$ cat src/rtl/cst_pkg.sv
// Shared types, token kind codes and character helpers for the stream tokenizer.
`default_nettype none

package cst_pkg;

  localparam logic [3:0] KIND_EOL       = 4'd0;
  localparam logic [3:0] KIND_EOF       = 4'd1;
  localparam logic [3:0] KIND_KEYWORD   = 4'd2;
  localparam logic [3:0] KIND_IDENT     = 4'd3;
  localparam logic [3:0] KIND_LITERAL   = 4'd4;
  localparam logic [3:0] KIND_COMMENT   = 4'd5;
  localparam logic [3:0] KIND_SEPARATOR = 4'd6;
  localparam logic [3:0] KIND_OPERATOR  = 4'd7;
  localparam logic [3:0] KIND_UNKNOWN   = 4'd8;
  localparam logic [3:0] KIND_NONE      = 4'd0;  // kind on open-token text words

  localparam logic [7:0] CHAR_NEWLINE = 8'h0A;
  localparam logic [7:0] CHAR_QMARK   = 8'h3F;
  localparam logic [7:0] CHAR_QUOTE   = 8'h22;
  localparam logic [7:0] CHAR_SLASH   = 8'h2F;

  localparam logic [2:0] WORD_LEN_MAX    = 3'd7;
  localparam logic [2:0] FUNC_LEN        = 3'd4;
  localparam logic [2:0] RETURN_LEN      = 3'd6;

  typedef enum logic [4:0] {
    MODE_IDLE    = 5'b00001,
    MODE_WORD    = 5'b00010,
    MODE_NUMBER  = 5'b00100,
    MODE_STRING  = 5'b01000,
    MODE_COMMENT = 5'b10000
  } cst_mode_t;

  // one result word
  typedef struct packed {
    logic [3:0] kind;
    logic [7:0] text;
    logic       has_text;
    logic       token_end;
  } cst_res_t;

  // everything one input word produces: one or two results
  typedef struct packed {
    logic     two;
    cst_res_t first;
    cst_res_t second;
  } cst_entry_t;

  function automatic cst_res_t mk_res(logic [3:0] kind, logic [7:0] text,
                                      logic has_text, logic token_end);
    cst_res_t r;
    r.kind      = kind;
    r.text      = text;
    r.has_text  = has_text;
    r.token_end = token_end;
    return r;
  endfunction

  function automatic logic is_blank(logic [7:0] c);
    return (c == 8'h20) || (c == 8'h09);
  endfunction

  function automatic logic is_break(logic [7:0] c);
    return ((c < 8'h20) || (c == 8'h7F)) && (c != 8'h09);
  endfunction

  function automatic logic is_alpha(logic [7:0] c);
    return ((c >= 8'h41) && (c <= 8'h5A)) || ((c >= 8'h61) && (c <= 8'h7A));
  endfunction

  function automatic logic is_digit(logic [7:0] c);
    return (c >= 8'h30) && (c <= 8'h39);
  endfunction

  function automatic logic is_sep(logic [7:0] c);
    return (c == 8'h28) || (c == 8'h29);
  endfunction

  function automatic logic is_op(logic [7:0] c);
    return (c == 8'h2B) || (c == 8'h2D) || (c == 8'h3D) || (c == 8'h2A) || (c == 8'h21);
  endfunction

  function automatic logic [7:0] func_char(logic [1:0] p);
    logic [7:0] c;
    case (p)
      2'd0:    c = 8'h66; // f
      2'd1:    c = 8'h75; // u
      2'd2:    c = 8'h6E; // n
      default: c = 8'h63; // c
    endcase
    return c;
  endfunction

  function automatic logic [7:0] return_char(logic [2:0] p);
    logic [7:0] c;
    case (p)
      3'd0:    c = 8'h72; // r
      3'd1:    c = 8'h65; // e
      3'd2:    c = 8'h74; // t
      3'd3:    c = 8'h75; // u
      3'd4:    c = 8'h72; // r
      3'd5:    c = 8'h6E; // n
      default: c = 8'h00;
    endcase
    return c;
  endfunction

  // drop keyword candidates that no longer match at position p
  function automatic logic [1:0] feed_match(logic [1:0] km, logic [2:0] p, logic [7:0] c);
    logic [1:0] m;
    m = km;
    if ((p >= FUNC_LEN) || (func_char(p[1:0]) != c)) m[0] = 1'b0;
    if ((p >= RETURN_LEN) || (return_char(p) != c)) m[1] = 1'b0;
    return m;
  endfunction

endpackage

`default_nettype wire

$ cat src/rtl/char_stream_tokenizer_top.sv
// Top level of the byte-stream tokenizer: front end, entry queue and back end.
//
//  channel | dir | signals                          | payload
//  --------+-----+----------------------------------+--------------------------------------
//  in_     | in  | tvalid tready tdata[7:0] tlast   | tdata: text_byte; tlast: end_of_input
//  out_    | out | tvalid tready tdata[7:0] tuser[5:0] tlast | tdata: out_byte;
//          |     |                                  | tuser: kind[3:0] has_text token_end;
//          |     |                                  | tlast: last
//
// One input word is taken per cycle; its zero to two results enter the queue in
// the same cycle. The back end sends one result word per cycle while out_tready
// is high, so a word that yields two results holds the back end for both words
// and the queue absorbs the difference until it fills and in_tready drops.
// Synchronous active-low reset returns the scanner to idle and empties the
// queue and output register.
`default_nettype none

module char_stream_tokenizer_top #(
  parameter int unsigned QUEUE_DEPTH = 4
) (
  input  wire logic       clk,
  input  wire logic       rst_n,
  input  wire logic       in_tvalid,
  output logic            in_tready,
  input  wire logic [7:0] in_tdata,   // [7:0] text_byte
  input  wire logic       in_tlast,
  output logic            out_tvalid,
  input  wire logic       out_tready,
  output logic [7:0]      out_tdata,  // [7:0] out_byte
  output logic [5:0]      out_tuser,  // [3:0] kind, [4] has_text, [5] token_end
  output logic            out_tlast
);
  import cst_pkg::*;

  logic       q_push, q_full, q_pop, q_not_empty;
  cst_entry_t q_entry, q_head;

  cst_front u_front (
    .clk       (clk),
    .rst_n     (rst_n),
    .in_tvalid (in_tvalid),
    .in_tready (in_tready),
    .in_tdata  (in_tdata),
    .in_tlast  (in_tlast),
    .q_full    (q_full),
    .q_push    (q_push),
    .q_entry   (q_entry)
  );

  cst_queue #(
    .DEPTH (QUEUE_DEPTH)
  ) u_queue (
    .clk        (clk),
    .rst_n      (rst_n),
    .push       (q_push),
    .push_entry (q_entry),
    .full       (q_full),
    .pop        (q_pop),
    .not_empty  (q_not_empty),
    .head       (q_head)
  );

  cst_back u_back (
    .clk         (clk),
    .rst_n       (rst_n),
    .q_not_empty (q_not_empty),
    .q_head      (q_head),
    .q_pop       (q_pop),
    .out_tvalid  (out_tvalid),
    .out_tready  (out_tready),
    .out_tdata   (out_tdata),
    .out_tuser   (out_tuser),
    .out_tlast   (out_tlast)
  );

endmodule

`default_nettype wire

$ cat src/rtl/cst_front.sv
// Front end: takes source bytes, tracks the scan mode and builds result entries.
`default_nettype none

module cst_front (
  input  wire logic              clk,
  input  wire logic              rst_n,
  input  wire logic              in_tvalid,
  output logic                   in_tready,
  input  wire logic [7:0]        in_tdata,
  input  wire logic              in_tlast,
  input  wire logic              q_full,
  output logic                   q_push,
  output cst_pkg::cst_entry_t    q_entry
);
  import cst_pkg::*;

  cst_mode_t   mode_r, mode_nxt;
  logic [2:0]  len_r, len_nxt;
  logic [1:0]  km_r, km_nxt;
  logic        accept;
  logic [7:0]  c;
  logic [3:0]  close_kind;
  logic [1:0]  nres;
  cst_res_t    r0, r1;
  cst_res_t    close_res, eol_res;

  assign in_tready = !q_full;
  assign accept    = in_tvalid && in_tready;
  assign c         = in_tdata;

  always_comb begin
    close_kind = KIND_LITERAL;
    if (mode_r == MODE_WORD) begin
      if ((km_r[0] && (len_r == FUNC_LEN)) || (km_r[1] && (len_r == RETURN_LEN)))
        close_kind = KIND_KEYWORD;
      else
        close_kind = KIND_IDENT;
    end else if (mode_r == MODE_COMMENT) begin
      close_kind = KIND_COMMENT;
    end
  end

  assign close_res = mk_res(close_kind, 8'h00, 1'b0, 1'b1);
  assign eol_res   = mk_res(KIND_EOL, CHAR_NEWLINE, 1'b1, 1'b1);

  always_comb begin
    mode_nxt = mode_r;
    len_nxt  = len_r;
    km_nxt   = km_r;
    nres     = 2'd0;
    r0       = '0;
    r1       = '0;
    if (in_tlast) begin
      if ((mode_r == MODE_WORD) || (mode_r == MODE_NUMBER) ||
          (mode_r == MODE_STRING) || (mode_r == MODE_COMMENT)) begin
        nres = 2'd2;
        r0   = close_res;
        r1   = mk_res(KIND_EOF, 8'h00, 1'b0, 1'b1);
      end else begin
        nres = 2'd1;
        r0   = mk_res(KIND_EOF, 8'h00, 1'b0, 1'b1);
      end
      mode_nxt = MODE_IDLE;
      len_nxt  = 3'd0;
      km_nxt   = 2'b11;
    end else begin
      unique case (mode_r) inside
        MODE_WORD, MODE_NUMBER: begin
          if (is_blank(c) || is_break(c)) begin
            nres     = is_break(c) ? 2'd2 : 2'd1;
            r0       = close_res;
            r1       = eol_res;
            mode_nxt = MODE_IDLE;
            len_nxt  = 3'd0;
            km_nxt   = 2'b11;
          end else begin
            nres = 2'd1;
            r0   = mk_res(KIND_NONE, c, 1'b1, 1'b0);
            if (mode_r == MODE_WORD) begin
              km_nxt  = feed_match(km_r, len_r, c);
              len_nxt = (len_r == WORD_LEN_MAX) ? len_r : len_r + 3'd1;
            end
          end
        end
        MODE_STRING: begin
          nres = 2'd1;
          if (c == CHAR_QUOTE) begin
            r0       = close_res;
            mode_nxt = MODE_IDLE;
            len_nxt  = 3'd0;
            km_nxt   = 2'b11;
          end else begin
            r0 = mk_res(KIND_NONE, c, 1'b1, 1'b0);
          end
        end
        MODE_COMMENT: begin
          if (is_break(c)) begin
            nres     = 2'd2;
            r0       = close_res;
            r1       = eol_res;
            mode_nxt = MODE_IDLE;
            len_nxt  = 3'd0;
            km_nxt   = 2'b11;
          end else begin
            nres = 2'd1;
            r0   = mk_res(KIND_NONE, c, 1'b1, 1'b0);
          end
        end
        default: begin
          // idle, and any stray mode code falls back to idle
          mode_nxt = MODE_IDLE;
          if (is_blank(c)) begin
            nres = 2'd0;
          end else if (is_break(c)) begin
            nres = 2'd1;
            r0   = eol_res;
          end else if (is_alpha(c)) begin
            nres     = 2'd1;
            r0       = mk_res(KIND_NONE, c, 1'b1, 1'b0);
            mode_nxt = MODE_WORD;
            km_nxt   = feed_match(2'b11, 3'd0, c);
            len_nxt  = 3'd1;
          end else if (is_digit(c)) begin
            nres     = 2'd1;
            r0       = mk_res(KIND_NONE, c, 1'b1, 1'b0);
            mode_nxt = MODE_NUMBER;
          end else if (c == CHAR_SLASH) begin
            nres     = 2'd1;
            r0       = mk_res(KIND_NONE, c, 1'b1, 1'b0);
            mode_nxt = MODE_COMMENT;
          end else if (c == CHAR_QUOTE) begin
            nres     = 2'd0;
            mode_nxt = MODE_STRING;
          end else if (is_sep(c)) begin
            nres = 2'd1;
            r0   = mk_res(KIND_SEPARATOR, c, 1'b1, 1'b1);
          end else if (is_op(c)) begin
            nres = 2'd1;
            r0   = mk_res(KIND_OPERATOR, c, 1'b1, 1'b1);
          end else begin
            nres = 2'd1;
            r0   = mk_res(KIND_UNKNOWN, CHAR_QMARK, 1'b1, 1'b1);
          end
        end
      endcase
    end
  end

  assign q_push        = accept && (nres != 2'd0);
  assign q_entry.two   = (nres == 2'd2);
  assign q_entry.first = r0;
  assign q_entry.second = r1;

  always_ff @(posedge clk) begin
    if (!rst_n) begin
      mode_r <= MODE_IDLE;
      len_r  <= 3'd0;
      km_r   <= 2'b11;
    end else if (accept) begin
      mode_r <= mode_nxt;
      len_r  <= len_nxt;
      km_r   <= km_nxt;
    end
  end

endmodule

`default_nettype wire

$ cat src/rtl/cst_queue.sv
// Small FIFO of result entries between the front and back ends.
`default_nettype none

module cst_queue #(
  parameter int unsigned DEPTH = 4
) (
  input  wire logic                clk,
  input  wire logic                rst_n,
  input  wire logic                push,
  input  wire cst_pkg::cst_entry_t push_entry,
  output logic                     full,
  input  wire logic                pop,
  output logic                     not_empty,
  output cst_pkg::cst_entry_t      head
);
  import cst_pkg::*;

  localparam int unsigned PW = (DEPTH > 1) ? $clog2(DEPTH) : 1;
  localparam int unsigned CW = $clog2(DEPTH + 1);
  localparam logic [PW-1:0] PTR_LAST = PW'(DEPTH - 1);
  localparam logic [CW-1:0] CNT_FULL = CW'(DEPTH);

  cst_entry_t     mem [DEPTH];
  logic [PW-1:0]  wr_ptr_r, rd_ptr_r;
  logic [CW-1:0]  cnt_r;

  assign full      = (cnt_r == CNT_FULL);
  assign not_empty = (cnt_r != '0);
  assign head      = mem[rd_ptr_r];

  always_ff @(posedge clk) begin
    if (push) mem[wr_ptr_r] <= push_entry;
  end

  always_ff @(posedge clk) begin
    if (!rst_n) begin
      wr_ptr_r <= '0;
      rd_ptr_r <= '0;
      cnt_r    <= '0;
    end else begin
      if (push) wr_ptr_r <= (wr_ptr_r == PTR_LAST) ? '0 : wr_ptr_r + PW'(1);
      if (pop)  rd_ptr_r <= (rd_ptr_r == PTR_LAST) ? '0 : rd_ptr_r + PW'(1);
      case ({push, pop})
        2'b10:   cnt_r <= cnt_r + CW'(1);
        2'b01:   cnt_r <= cnt_r - CW'(1);
        default: cnt_r <= cnt_r;
      endcase
    end
  end

endmodule

`default_nettype wire

$ cat src/rtl/cst_back.sv
// Back end: unpacks queue entries into one result word per cycle while out_tready allows, behind an output register.
`default_nettype none

module cst_back (
  input  wire logic                clk,
  input  wire logic                rst_n,
  input  wire logic                q_not_empty,
  input  wire cst_pkg::cst_entry_t q_head,
  output logic                     q_pop,
  output logic                     out_tvalid,
  input  wire logic                out_tready,
  output logic [7:0]               out_tdata,
  output logic [5:0]               out_tuser,
  output logic                     out_tlast
);
  import cst_pkg::*;

  logic      valid_r;
  logic      second_r;   // next word comes from the second slot of the head entry
  cst_res_t  res_r;
  logic      last_r;
  logic      load;
  cst_res_t  sel;
  logic      sel_last;

  assign load     = q_not_empty && (!valid_r || out_tready);
  assign sel      = second_r ? q_head.second : q_head.first;
  assign sel_last = second_r || !q_head.two;
  assign q_pop    = load && sel_last;

  always_ff @(posedge clk) begin
    if (!rst_n) begin
      valid_r  <= 1'b0;
      second_r <= 1'b0;
    end else begin
      if (load) begin
        valid_r  <= 1'b1;
        second_r <= !sel_last;
      end else if (out_tready) begin
        valid_r  <= 1'b0;
      end
    end
  end

  always_ff @(posedge clk) begin
    if (load) begin
      res_r  <= sel;
      last_r <= sel_last;
    end
  end

  assign out_tvalid = valid_r;
  assign out_tdata  = res_r.text;
  assign out_tuser  = {res_r.token_end, res_r.has_text, res_r.kind};
  assign out_tlast  = last_r;

endmodule

`default_nettype wire

$ cat config.mk
export PLATFORM = sky130hd
export DESIGN_NAME = char_stream_tokenizer_top
export DESIGN_NICKNAME = d
export VERILOG_FILES = /design/src/rtl/cst_pkg.sv /design/src/rtl/char_stream_tokenizer_top.sv /design/src/rtl/cst_front.sv /design/src/rtl/cst_queue.sv /design/src/rtl/cst_back.sv
export SDC_FILE = /design/constraint.sdc
export NUM_CORES = 1
export LEC_CHECK = 0
export BUFFER_PORTS_ARGS = -buffer_cell sky130_fd_sc_hd__buf_2
export CORE_UTILIZATION = 55
export CTS_CLUSTER_DIAMETER = 100
export CTS_CLUSTER_SIZE = 20
export DETAILED_ROUTE_END_ITERATION = 12
export GPL_ROUTABILITY_DRIVEN = 0
export PLACE_DENSITY = 0.78
export SLEW_MARGIN = 20
export SYNTH_ARGS = -nofsm -noshare
export SYNTH_HDL_FRONTEND = slang
export SYNTH_HIERARCHICAL = 1
export SYNTH_SLANG_ARGS = --single-unit
$ cat constraint.sdc
create_clock -name clk -period 3.1 [get_ports clk]
set_input_delay 0.62 -clock clk [delete_from_list [all_inputs] [get_ports clk]]
set_output_delay 0.62 -clock clk [all_outputs]
set_load 0.02 [all_outputs]
# Word level (Yosys, flattened, before mapping)
# Memories as Yosys holds them, arrays and structs flattened. A register that Yosys moved wholly into a read port is not among the register bits.
# Cells that the tools add are included.
# op_classes
eq_ne,45
order_cmp,9
add_sub_neg,5
mux,97
n_reduce_logical,45
# op_table
cell,count
$mux W14,15
$mux W8,18
$eq A8 B6 Y1 const B,10
$mux W5,9
$mux W2,21
$pmux W14 S3,1
$pmux W7 S5,1
$ne A8 B8 Y1,4
$pmux W5 S3,2
$mux W3,9
$reduce_and A8 Y1,3
$logic_or A1 B1 Y1,17
$ge A8 B7 Y1 const B,2
$le A8 B7 Y1 const B,2
$eq A3 B3 Y1 const B,5
$mux W6,2
$ne A4 B2 Y1 const B,3
$pmux W2 S3,2
$pmux W6 S2,1
$mux W1,11
$mux W11,1
$eq A2 B2 Y1 const B,5
$logic_and A1 B1 Y1,10
$ne A5 B3 Y1 const B,2
32 further kinds,45
# word_totals
reg_bits,34
memories,1
ram_bits,116
# mem_list
name,depth,word_bits,read_ports,rd_clocked_by_memory_dff,wr,line_no,rtl
u_queue.mem,4,29,1,1,1,cst_queue.sv:23,cst_entry_t mem [DEPTH];

# Longest topological paths before layout
# Gate-level depths: netlist (run 1).
# logic_depth
ltp_word,15
mapped_depth,11

# Cells and area by module
# Netlist (run 1), hierarchy kept.
# modules_own_cells
module,cells_per_inst,area_per_inst_um2,n_inst
cst_queue,194,4649.5,1
cst_front,247,1690.4,1
cst_back,44,772.0,1

# Worst setup path before layout (run 1)
# OpenSTA, ideal clock, no wires.
# synth_path
path_type,input-to-reg
from,input in_tdata[3]
to,register u_queue.cnt_r[2]
stages,11
slack_ns,0.105
setup_time_ns,0.076
arrival_ns,2.920
path_buffers,1
cell_sequence,buf_2 -> nor3b_1 -> o211ai_1 -> nand2_1 -> a31oi_1 -> inv_1 -> ha_1 -> fa_1 -> xnor2_1 -> or3_1 -> a21boi_0
# synth_between
elab_chain_cells,13
# synth_rtl
item,line_no,rtl
"start, declared",char_stream_tokenizer_top.sv:25,"input wire logic [7:0] in_tdata,"
branches (longest 7 deep; another with $ge A8 B6 Y1),--,
$pmux W2 S3 *,cst_front.sv:67,unique case (mode_r) inside
$mux W2 *,cst_front.sv:53,if (in_tlast) begin
$reduce_bool A2 Y1 *,cst_front.sv:149,assign q_push = accept && (nres != 2'd0);
$logic_and A1 B1 Y1 *,cst_front.sv:149,
named net q_push,char_stream_tokenizer_top.sv:35,"logic q_push, q_full, q_pop, q_not_empty;"
$eq A2 B1 Y1 / $eq A2 B2 Y1 (equally long branches),cst_queue.sv:43,"case ({push, pop})"
$pmux W3 S2 / $reduce_bool A2 Y1 (equally long branches),--,
"end signal, assigned",cst_queue.sv:44,2'b10: cnt_r <= cnt_r + CW'(1);
"end signal, assigned",cst_queue.sv:45,2'b01: cnt_r <= cnt_r - CW'(1);
"end signal, assigned",cst_queue.sv:46,default: cnt_r <= cnt_r;
"end, declared",cst_queue.sv:25,logic [CW-1:0] cnt_r;
# Mark *: on every way through the listed nets, which the timed path passes.
# A chain may end at the register's enable or synchronous reset.

# Worst setup path after layout (run 1)
# layout_path
from,register u_front.mode_r[2]
to,register u_queue.cnt_r[2]
# layout_between
elab_chain_cells,10
# layout_rtl
item,line_no,rtl
"start, declared",cst_front.sv:17,"cst_mode_t mode_r, mode_nxt;"
"start signal, assigned",cst_front.sv:160,mode_r <= mode_nxt;
$eq A5 B2 Y1 / $eq A5 B3 Y1 (equally long branches),cst_front.sv:54,if ((mode_r == MODE_WORD) || (mode_r == MODE_NUMBER) ||
$logic_or A1 B1 Y1 (2 in a row),cst_front.sv:54,
$logic_or A1 B1 Y1,cst_front.sv:55,(mode_r == MODE_STRING) || (mode_r == MODE_COMMENT)) begin
$mux W2,cst_front.sv:54,
$mux W2 *,cst_front.sv:53,
$reduce_bool A2 Y1 *,cst_front.sv:149,
$logic_and A1 B1 Y1 *,cst_front.sv:149,
named net q_push,char_stream_tokenizer_top.sv:35,
$eq A2 B1 Y1 / $eq A2 B2 Y1 (equally long branches),cst_queue.sv:43,
$pmux W3 S2 / $reduce_bool A2 Y1 (equally long branches),--,
# Mark *: on every way through the listed nets, which the timed path passes. The rest lies on a longest branch.

==> run metrics, run 1 <==
multi-input logic area=about 2500 sq um; clock period minus worst slack=roughly 2900 ps; hold path depth=2; total CTS buffers=17; HPWL Detailed=about 8400 um; Hold EP=u_front/mode_r[2]; post-DR wirelength/cell=around 19 um; Synth Area in Compound Gates=around 8%; initial antenna violation count=0; fmax=approximately 340 MHz; # clock sinks=152; worst r2r path cells=10; largest net degree at the start of global routing=30; Max FO, Critical Path=11; 1st-iter DRT viols=369; first-pass GRT wire length=between 20000 and 25000 um; Vias=between 4000 and 5000; CP Capture Type=flop; Post-CTS Setup Repair Bufs=0; gr ovfl total=0; R2R Setup Slk=a little under 200 ps; worst hold slack=502 ps; Die X-Extent=around 120 um; Max Cap Violations=0; dpl ws=about 54 ps; vias in the first global route=between 4000 and 5000; Worst-path clk slew=about 60 ps; site row count=41; Slew headroom=roughly 46%; # setup viols final=0; CP required=3430 ps; P per Cell Area=between 700 and 800 nW/um^2; commonest register cell after synthesis=edfxtp_1; Cell Area, Synth=7110 sq um; R2R Path End=u_queue/cnt_r[2]; fraction of layout cells with a size suffix above 1=about 24%; RR Startpoint=u_front/mode_r[2]; post-synthesis simple-gate area fraction=roughly 10%; fraction of the mapped netlist area in adder cells=between 2 and 3%; Post-synth EDFFs=around 130; port bufs=29; drt first pass iters=6; Lkg Pwr=about 2.9 nW; register area share after synthesis=around three fifths; Total Die Area=about 13000 sq um; Reg area=between 4000 and 5000 sq um; P&R area growth vs syn=13.0%; Post-Synth XOR/XNOR Area=less than 1%; gr usage total=between 20% and 30%; Initial Utilization=around 56%; CTS tree=built; Worst VDD drop=approximately 0.37 mV; Antenna diodes=0; flops & latches, synth=~150; worst slew pin tran=around 810 ps; CTS hold repair buffers=0; core footprint=roughly 13000 sq um; I/O pin cnt=30; Arr. time, crit path=between 3000 and 4000 ps; Clock Latency Late Sink=a little over 400 ps; # fillers=around 940; Nets=~560; worst hold start=u_front/mode_r[2]; multiplexer share of the synthesized area=a little over an eighth; post-route ant nets=0; fin util=a little under two thirds; Post-route DRC=0; largest family of logic cells by synthesized area=multiplexers; period utilization=93.8%; Max Buffers Root-to-Sink=2; Synth Instances=~490; Synth Warn #=6; final slew viol count=0; Final Hold Viols=0; clock skew=between 5 and 6 ps; final wirelength=between 10000 and 15000 um; Vias per Instance=6.00; final setup margin=roughly 190 ps; async set or reset register ratio after synthesis=0%; CP Launch Type=flop; count of cell types in the netlist=between 70 and 80; Die Y=116 um; Clock Tree Root=clkbuf_16; Max H-tree Level=4; synthesized area per cell=about 15 sq um; status=complete, no violations; WS Path Type=reg2reg; Hold Path Class=reg2reg
[critical path, cell delays in order (launching register included)]
cell,delay (ps)
dfxtp_2,390
xor2_1,240
a221oi_1,160
or2_2,420
a31oi_2,230
inv_1,80
ha_1,240
fa_1,440
xnor2_1,140
or3_1,300
a21boi_0,180
[registers in the layout, summed over array words and instances, names as in the netlist, named ones only]
name / count
u_back/out_tdata: 8
u_back/out_tlast: 1
u_back/out_tuser: 6
u_back/out_tvalid: 1
u_back/second_r: 1
u_front/km_r: 2
u_front/len_r: 3
u_front/mode_r: 5
u_queue/cnt_r: 3
u_queue/mem: 116
u_queue/rd_ptr_r: 2
u_queue/wr_ptr_r: 2
[how the worst max path moves through the flow]
stage                            startpoint                 end  cells after the start
final                     u_front/mode_r[2]    u_queue/cnt_r[2]                     10
after global routing      u_front/mode_r[2]    u_queue/cnt_r[2]                     10
after CTS                 u_front/mode_r[2]    u_queue/cnt_r[2]                     10
after detailed placement        in_tdata[5]    u_queue/cnt_r[2]                     11
after global placement          in_tdata[3]  u_queue/mem[0][19]                      8
after floorplan                 in_tdata[3]    u_queue/cnt_r[2]                     11
[final cells by class]
| cell class | count | share of cell area (%) |
|---|---|---|
| clock buffer | 17 | 5.29 |
| clock inverter | 15 | 2.27 |
| inverter | 19 | 0.887 |
| multi-input combinational | 291 | 31.2 |
| sequential | 152 | 54.2 |
| tap | 172 | 2.68 |
| timing repair buffer | 47 | 3.49 |
[stage by stage]
stage,std cells,power [mW],setup TNS (ps),cell area [sq um]
2_1_floorplan,493,3.89,0,7140
3_3_place_gp,681,4.18,0,7410
3_5_place_dp,681,4.22,0,7410
4_1_cts,713,6.32,0,8020
5_1_grt,713,6.54,-2.68,8040
6_report,713,6.26,0,8040
[per-layer routing]
layer | vias up | GRT usage [%] | wire, um
met5 | - | 0 | 0
met4 | 0 | 10.0 | 268
met3 | 25 | 4.13 | 768
met2 | 184 | 36.2 | 6580
met1 | 2104 | 28.6 | 5630
li1 | 1964 | - | -
[kinds of logic (layout without fill, tap and decap cells)]
logic type / count (synthesis) / count (layout)
buf+inv: 50 / 98
fa+ha+maj: 15 / 15
mux: 51 / 51
other cells: 1 / 9
flops: 152 / 152
xor+xnor: 4 / 4
compound gates: 79 / 79
simple gates: 133 / 133
[cell usage after synthesis, drive strengths merged (2+ instances only)]
cell	number	area, sq um
o32ai	2	17.5
a31o	2	17.5
nand4	3	18.8
and2	6	37.5
xnor2	2	17.5
o211ai	2	15.0
and3b	3	26.3
and3	6	37.5
xor2	2	17.5
or3	6	37.5
mux2	14	191
a21boi	5	37.5
o21a	2	15.0
inv	19	71.3
nand2	30	113
a21oi	15	75.1
a31oi	7	43.8
o2111ai	2	35.0
a21o	3	22.5
o31ai	2	15.0
nor2b	13	81.3
a211oi	4	30.0
nor4b	3	32.5
nand3	6	30.0
nor3	12	60.1
o211a	2	20.0
mux4	29	657
buf	25	203
dfxtp	21	420
nor4	5	31.3
o2bb2ai	2	17.5
or2	3	18.8
a221oi	4	35.0
clkbuf	6	22.5
mux2i	8	80.1
o21ai	13	65.1
ha	14	175
edfxtp	131	3930
nand2b	7	43.8
a32oi	3	26.3
nor2	19	71.3
nor3b	5	37.5
[timing repair]
item	4_1_cts	5_1_grt
gates resized for setup	0	4
hold endpoints to repair	0	0
setup endpoints to repair	0	1
[where the power goes]
group	switching, mW	total, mW	internal, mW
clock network	0.755	2.09	1.33
registers	0.0957	2.72	2.63
logic	0.812	1.45	0.637
[placed cells by master, fill, tap and decap left out, drive strengths merged, types with 7 or more instances in the layout]
master and instances:
clkbuf 17, nor2b 13, a31oi 7, inv 20
nand2 30, a21oi 15, conb 9, dfxtp 21
edfxtp 131, mux2 14, o21ai 13, clkinv 7
ha 14, nor2 19, nor3 12, buf 47
mux4 29, nand2b 7, mux2i 8
No activity file was read; power rests on OpenSTA's default activity.
==> run 2: changes to the inputs <==
- PLACE_DENSITY: 0.78 -> 0.8
==> run 2 against run 1 <==
Net effect: via count decreased by 1.0%; critical path depth unchanged; sequential cell count unchanged; utilization decreased by 0.17 points; cell count increased by 0.28%; clock power decreased by 4%; global-route usage decreased by 0.36 points; fmax increased by 0.21%; cell area decreased by 0.26%; combinational power about the same; critical path type unchanged; critical endpoint unchanged; largest cell class unchanged; highest routed layer unchanged.
==> run metrics, run 2 (synthesized netlist as in run 1, its figures left out) <==
P&R area growth vs syn=12.7%; CP Launch Type=flop; worst hold slack=504 ps (+2.63 ps); post_cts resized=0 (unchanged); hold path depth=3 (+1); site row count=41 (unchanged); Die Y=116 um (unchanged); largest net degree at the start of global routing=30 (unchanged); post-route ant nets=0 (unchanged); Final Hold Viols=0 (unchanged); # setup viols final=0 (unchanged); CTS hold repair buffers=0 (unchanged); Max Buffers Root-to-Sink=2 (unchanged); Hold Path Class=in2reg; Slew headroom=54.7% (+8.7 points); clock skew=9.79 ps (+4.53 ps); most frequent cells in the layout=131 x edfxtp_1, 30 x nand2_1, 29 x buf_2; core footprint=12600 sq um (unchanged); Antenna diodes=0 (unchanged); Vias per Instance=5.92 (-1.3%); Largest register FFs=116 (unchanged); vias in the first global route=4174 (+0.89%); Post-route DRC=0 (unchanged); Nets=558 (+0.36%); Max FO, Critical Path=11 (unchanged); RSZ-0062 raised after global routing=no; register with the most flip-flops=u_queue/mem; Worst-path clk slew=70 ps (about the same); Clock Latency Late Sink=430 ps (+20 ps); Lkg Pwr=2.88 nW (+0.38%); final wirelength=13100 um (-1.3%); total CTS buffers=17 (unchanged); Arr. time, crit path=3250 ps (about the same); Max H-tree Level=4 (unchanged); first-pass GRT wire length=21200 um (-1.8%); fmax=345 MHz (+0.21%); # clock sinks=152 (unchanged); port bufs=29 (unchanged); most common cell after layout, fill and taps aside=edfxtp_1; CP Capture Type=flop; gr usage total=21.6% (-0.36 points); Initial Utilization=56.4% (unchanged); setup_tns=0 ps (unchanged); Total Die Area=13400 sq um (unchanged); Vias=4233 (-1.0%); Max stage delay on crit path=450 ps (about the same); Clock Tree Root=clkbuf_16; 1st-iter DRT viols=343 (-7.0%); clock period minus worst slack=2900 ps (-6.15 ps); CP required=3450 ps (+20 ps); worst r2r path cells=10 (unchanged); Worst VDD drop=0.459 mV (+22%); I/O pin cnt=30 (unchanged); Final Instance Area=8020 sq um (-0.26%); Post-CTS Setup Repair Bufs=0 (unchanged); status=complete, no violations; CP Cell Sequence=xor2_1 -> a221oi_1 -> or2_4 -> a31oi_1 -> inv_1 -> ha_1 -> fa_1 -> xnor2_1 -> or3_1 -> a21boi_0; CTS tree=built; post-DR wirelength/cell=18.3 um (-1.6%); fraction of layout cells with a size suffix above 1=24.1% (+0.096 points); worst slew pin tran=678 ps (-130 ps); Post-DP Area=7430 sq um (+0.20%); CP max-delay cell=fa_1; HPWL Detailed=8400 um (-0.25%); WS Path Type=reg2reg; final slew viol count=0 (unchanged); P per Cell Area=770 nW/um^2 (-1.1%); Tot Pwr=6.17 mW (-1.4%); initial antenna violation count=0 (unchanged); drt first pass iters=5 (-1); period utilization=93.6% (-0.20 points); gr ovfl total=0 (unchanged); Max Cap Violations=0 (unchanged); Die X-Extent=116 um (unchanged)
==> run 2: power by group <==
group	internal, mW	leakage (nW)	switching (mW)
clock network	1.16	0.295	0.841
logic	0.638	1.21	0.811
registers	2.63	1.38	0.0965
==> run 2: per-layer routing <==
| metal | track usage (%) | vias up | routed length [um] |
|---|---|---|---|
| met5 | 0 | - | 0 |
| met4 | 8.80 | 0 | 277 |
| met3 | 5.65 | 28 | 903 |
| met2 | 35.8 | 185 | 6430 |
| met1 | 27.3 | 2047 | 5460 |
| li1 | - | 1973 | - |
==> run 2: layout make-up <==
class                   instances  area (sq um)
clock buffers                  20           489
inverters                      19          71.3
clock inverters                12          95.1
well taps                     172           215
fillers                       943          4600
flip-flops and latches        152          4360
multi-input cells             291          2490
repair buffers                 49           295
==> run 2: worst paths after layout <==
| check | start | end | slack, ps |
|---|---|---|---|
| max | u_front/mode_r[2] | u_queue/cnt_r[2] | 200 |
| min | out_tready | u_back/out_tvalid | 500 |
| max reg2reg | u_front/mode_r[2] | u_queue/cnt_r[2] | 200 |
| min reg2reg | u_back/out_tvalid | u_back/out_tvalid | 520 |
==> run 2: metrics by stage <==
stage	cells	setup WS, ps	utilization [%]
6_report	715	198	63.5
5_1_grt	715	64.6	63.5
4_1_cts	715	72.2	63.5
3_5_place_dp	683	23.4	58.9
3_3_place_gp	683	130	58.9
2_1_floorplan	493	105	-
==> run 2: critical path: cells and delay by family (launching register included) <==
kind	cells	cell delay, ps
adder cells (fa/ha/maj)	2	700
AND/OR/NAND/NOR	2	640
AO/OA/AOI/OAI	3	590
flip-flops	1	420
XOR/XNOR	2	390
buffers and inverters	1	90
